===== config.mk =====
export PLATFORM = sky130hd
export DESIGN_NAME = ipf_ring
export DESIGN_NICKNAME = d
export VERILOG_FILES = /design/src/sv/ipf_cell.sv /design/src/sv/ipf_ring.sv
export SDC_FILE = /design/constraint.sdc
export NUM_CORES = 2
export LEC_CHECK = 0
export BUFFER_PORTS_ARGS = -buffer_cell sky130_fd_sc_hd__buf_4
export CORE_ASPECT_RATIO = 1.4
export CORE_UTILIZATION = 25
export DETAILED_ROUTE_END_ITERATION = 8
export GPL_TIMING_DRIVEN = 0
export SKIP_LAST_GASP = 1
export SLEW_MARGIN = 20
export SYNTH_ARGS = -nofsm -noshare
export SYNTH_HDL_FRONTEND = slang
export SYNTH_SLANG_ARGS = --single-unit
export TNS_END_PERCENT = 10

===== constraint.sdc =====
create_clock -name i_clk -period 4 [get_ports i_clk]
set_clock_uncertainty 0.1 [all_clocks]
set_input_delay 0.2 -clock i_clk [delete_from_list [all_inputs] [get_ports i_clk]]
set_output_delay 0.2 -clock i_clk [all_outputs]
set_load 0.01 [all_outputs]

===== src/sv/ipf_cell.sv =====
`timescale 1ns / 1ps
// ----------------------------------------------------------------------------
// ipf_cell
// one rule slot: holds an entry and passes it to its neighbor on a rotate
// ----------------------------------------------------------------------------
module ipf_cell #(
    parameter int W = 34
) (
    input  logic         i_clk,
    input  logic         i_shift,
    input  logic         i_load,
    input  logic [W-1:0] i_next,
    input  logic [W-1:0] i_wdata,
    output logic [W-1:0] o_data
);

    logic [W-1:0] r_data;
    logic [W-1:0] n_data;

    always_comb begin
        n_data = r_data;
        if (i_shift) begin
            n_data = i_next;
        end else if (i_load) begin
            n_data = i_wdata;
        end
    end

    always_ff @(posedge i_clk) begin
        r_data <= n_data;
    end

    assign o_data = r_data;

endmodule


===== src/sv/ipf_ring.sv =====
`timescale 1ns / 1ps
// ----------------------------------------------------------------------------
// ipf_ring
// ring of rule cells; a rotate moves every entry one cell toward the head
// ----------------------------------------------------------------------------
module ipf_ring #(
    parameter int DEPTH = 64,
    parameter int W     = 34,
    parameter int IW    = (DEPTH > 1) ? $clog2(DEPTH) : 1
) (
    input  logic          i_clk,
    input  logic          i_shift,
    input  logic          i_we,
    input  logic [IW-1:0] i_widx,
    input  logic [W-1:0]  i_wdata,
    output logic [W-1:0]  o_head
);

    logic [W-1:0] w_data [DEPTH];

    for (genvar k = 0; k < DEPTH; k++) begin : g_cell
        ipf_cell #(.W(W)) u_cell (
            .i_clk  (i_clk),
            .i_shift(i_shift),
            .i_load (i_we && (i_widx == IW'(k))),
            .i_next (w_data[(k + 1) % DEPTH]),
            .i_wdata(i_wdata),
            .o_data (w_data[k])
        );
    end

    assign o_head = w_data[0];

endmodule


==> impl_metrics.json <==
{
  "status": "completed",
  "numCtsBuffers": 196,
  "die_area_um2": 344000,
  "die_x_um": 496,
  "cts_resized": 0,
  "fmax_mhz": 393,
  "wl_mm": 241,
  "relSlewSlack_pct": 43.0,
  "fin_setup_tns_ps": 0,
  "clkSinkCount": 2176,
  "syn_avg_cell_area_um2": 12.0,
  "ys_seq_elements": 2176,
  "cp_data_arrival_time_ps": 2940,
  "period_share_pct": 63.6,
  "r2r_setup_slack_ps": 2680,
  "layout-drive-gt1-share_pct": 12.4,
  "final_cell_mix": "4352 x nand2_1, 2176 x edfxtp_1, 328 x buf_2",
  "place_congestion": 0.837,
  "grt_pass1_vias": 50900,
  "hp-class": "in -> reg",
  "cap_violations": 0,
  "p_total_mw": 50.2,
  "critical_path.top_delay_family": "buffers and inverters",
  "synth-seq-area-share_pct": 76.4,
  "hold_viol_final": 0,
  "worst_path_max_delay_cell": "dlygate4sd3_1",
  "crit_top_cell": "dlygate4sd3_1",
  "startpoint_type": "input port",
  "vias_per_cell": 4.31,
  "start_util_pct": 25.2,
  "grt_max_degree": 35,
  "ctsHoldBuffers": 33,
  "ctsHtreeMaxLevel": 4,
  "layout.nets": 7554,
  "dr.first_iter.drc_count": 5308,
  "path_buf_inv": 5,
  "clockBufferDepth": 4,
  "yosys_warnings": 0,
  "dp_slack_ps": 1080,
  "setup-violations-final": 0,
  "crit_chain": "dlygate4sd3_1, buf_4, buf_2, nor4b_2, dlygate4sd3_1, a21o_2, buf_12",
  "postCtsSetupRepairBufs": 0,
  "drc": 0,
  "worst_pin_slew_ps": 855,
  "layout_commonest_cell": "nand2_1",
  "largest_reg_flops": 2176,
  "grt_overflow": 0,
  "dp_hpwl_mm": 169,
  "grt_setup_unrepaired": "no",
  "worst_path_largest_cell_delay_ps": 690,
  "ant_nets": 0,
  "syn_nets": 7191,
  "required_ps": 4400,
  "area_delta_synth_final_pct": 16.6,
  "first_pass_iters": 8,
  "fp.dieH_um": 694,
  "synth_area_um2": 85500,
  "globalRouteTotalUtil_pct": 13.8,
  "peakVddDrop_uv": 359,
  "rows": 253,
  "ys_types": 22,
  "clk_latency_ps": 850,
  "synthCells": 7148,
  "path_clk_slew_ps": 70,
  "cp-end-kind": "register",
  "antenna_found_initial": 24,
  "cts_tree": "built",
  "routed-via-count": 52300,
  "p_per_area_nw_per_um2": 504,
  "setup_slack_ps": 1460,
  "grt_pass1_wl_mm": 349,
  "io_buffers": 76,
  "root_buffer": "clkbuf_16",
  "coreArea_um2": 340000,
  "p_leak_nw": 42.5,
  "cp_max_fo": 31,
  "path_class": "in -> reg",
  "post_drt_wl_per_cell_um": 19.9,
  "layout_min_cycle_time_ps": 2540,
  "io-pin-count": 77,
  "slew_viol_final": 0
}
==> area by class of cell <==
class	instances	area [µm²]
clock inverters	113	1040
repair buffers	165	2160
well taps	4462	5580
fillers	34400	240000
clock buffers	240	5090
flip-flops and latches	2176	65300
plain buffers	498	2860
diodes	7	17.5
multi-input cells	4474	17600
==> where the power goes <==
group          switching, mW  internal [mW]
combinational           2.77           1.08
sequential             0.513           27.2
clock                   8.51           10.1
total                   11.8           38.4
==> Yosys cell counts <==
library cell  count  area, µm²
and3b_1           2       17.5
and4bb_2          5       62.6
nor4b_2           4       60.1
nand2_1        4352      16300
buf_6             7       78.8
buf_4           141       1060
nand3_1           1       5.00
nor3b_1           1       7.51
edfxtp_1       2176      65300
o21bai_1         20        150
buf_1             5       18.8
nand3b_1          2       15.0
nand4b_1          4       35.0
nand2b_1         34        213
a21o_1           44        330
or3b_2            1       8.76
and4bb_1          1       12.5
nand4_1           1       6.26
nor4_2            1       12.5
and3_1            1       6.26
clkbuf_1         17       63.8
buf_2           328       1640
==> stage by stage <==
| stage | utilization, % | instance area, µm² | cells | hold WS [ps] |
|---|---|---|---|---|
| 2_1_floorplan | - | 85500 | 7148 | 392 |
| 3_3_place_gp | 27.0 | 91600 | 11700 | 398 |
| 3_5_place_dp | 27.4 | 93200 | 11700 | 402 |
| 4_1_cts | 29.3 | 99700 | 12100 | 2.84 |
| 5_1_grt | 29.3 | 99700 | 12100 | 29.6 |
| 6_report | 29.3 | 99700 | 12100 | 47.3 |
==> logic make-up (layout without fill, tap and decap cells) <==
family | after synthesis | count (layout) | synth area share (%)
AND/OR/NAND/NOR | 4410 | 4410 | 19.7
flip-flops | 2176 | 2176 | 76.4
buffers and inverters | 498 | 1016 | 3.35
AO/OA/AOI/OAI | 64 | 64 | 0.562
other | 0 | 7 | 0
==> path summary, 6_finish.rpt <==
check	endpoint	depth (start not counted)	start
worst max-delay path	g_cell[24].u_cell.o_data[1]	7	i_widx[2]
worst max register to register	g_cell[3].u_cell.o_data[12]	2	g_cell[4].u_cell.o_data[12]
worst min-delay path	g_cell[52].u_cell.o_data[3]	4	i_wdata[3]
worst min register to register	g_cell[31].u_cell.o_data[19]	2	g_cell[32].u_cell.o_data[19]
==> routing by layer <==
layer  GRT usage [%]  up-vias  part of all wire (%)
li1                -    24300                     -
met1            17.2    25800                    40
met2            23.3     1855                    48
met3            1.89      369                   6.4
met4            6.57        0                   5.1
met5               0        -                     0
==> worst reg2reg max path, stage by stage (launching register included) <==
cell	delay, ps
edfxtp_1	430
nand2_1	400
nand2_1	130
Note: power is estimated with default switching activity, not from simulation.
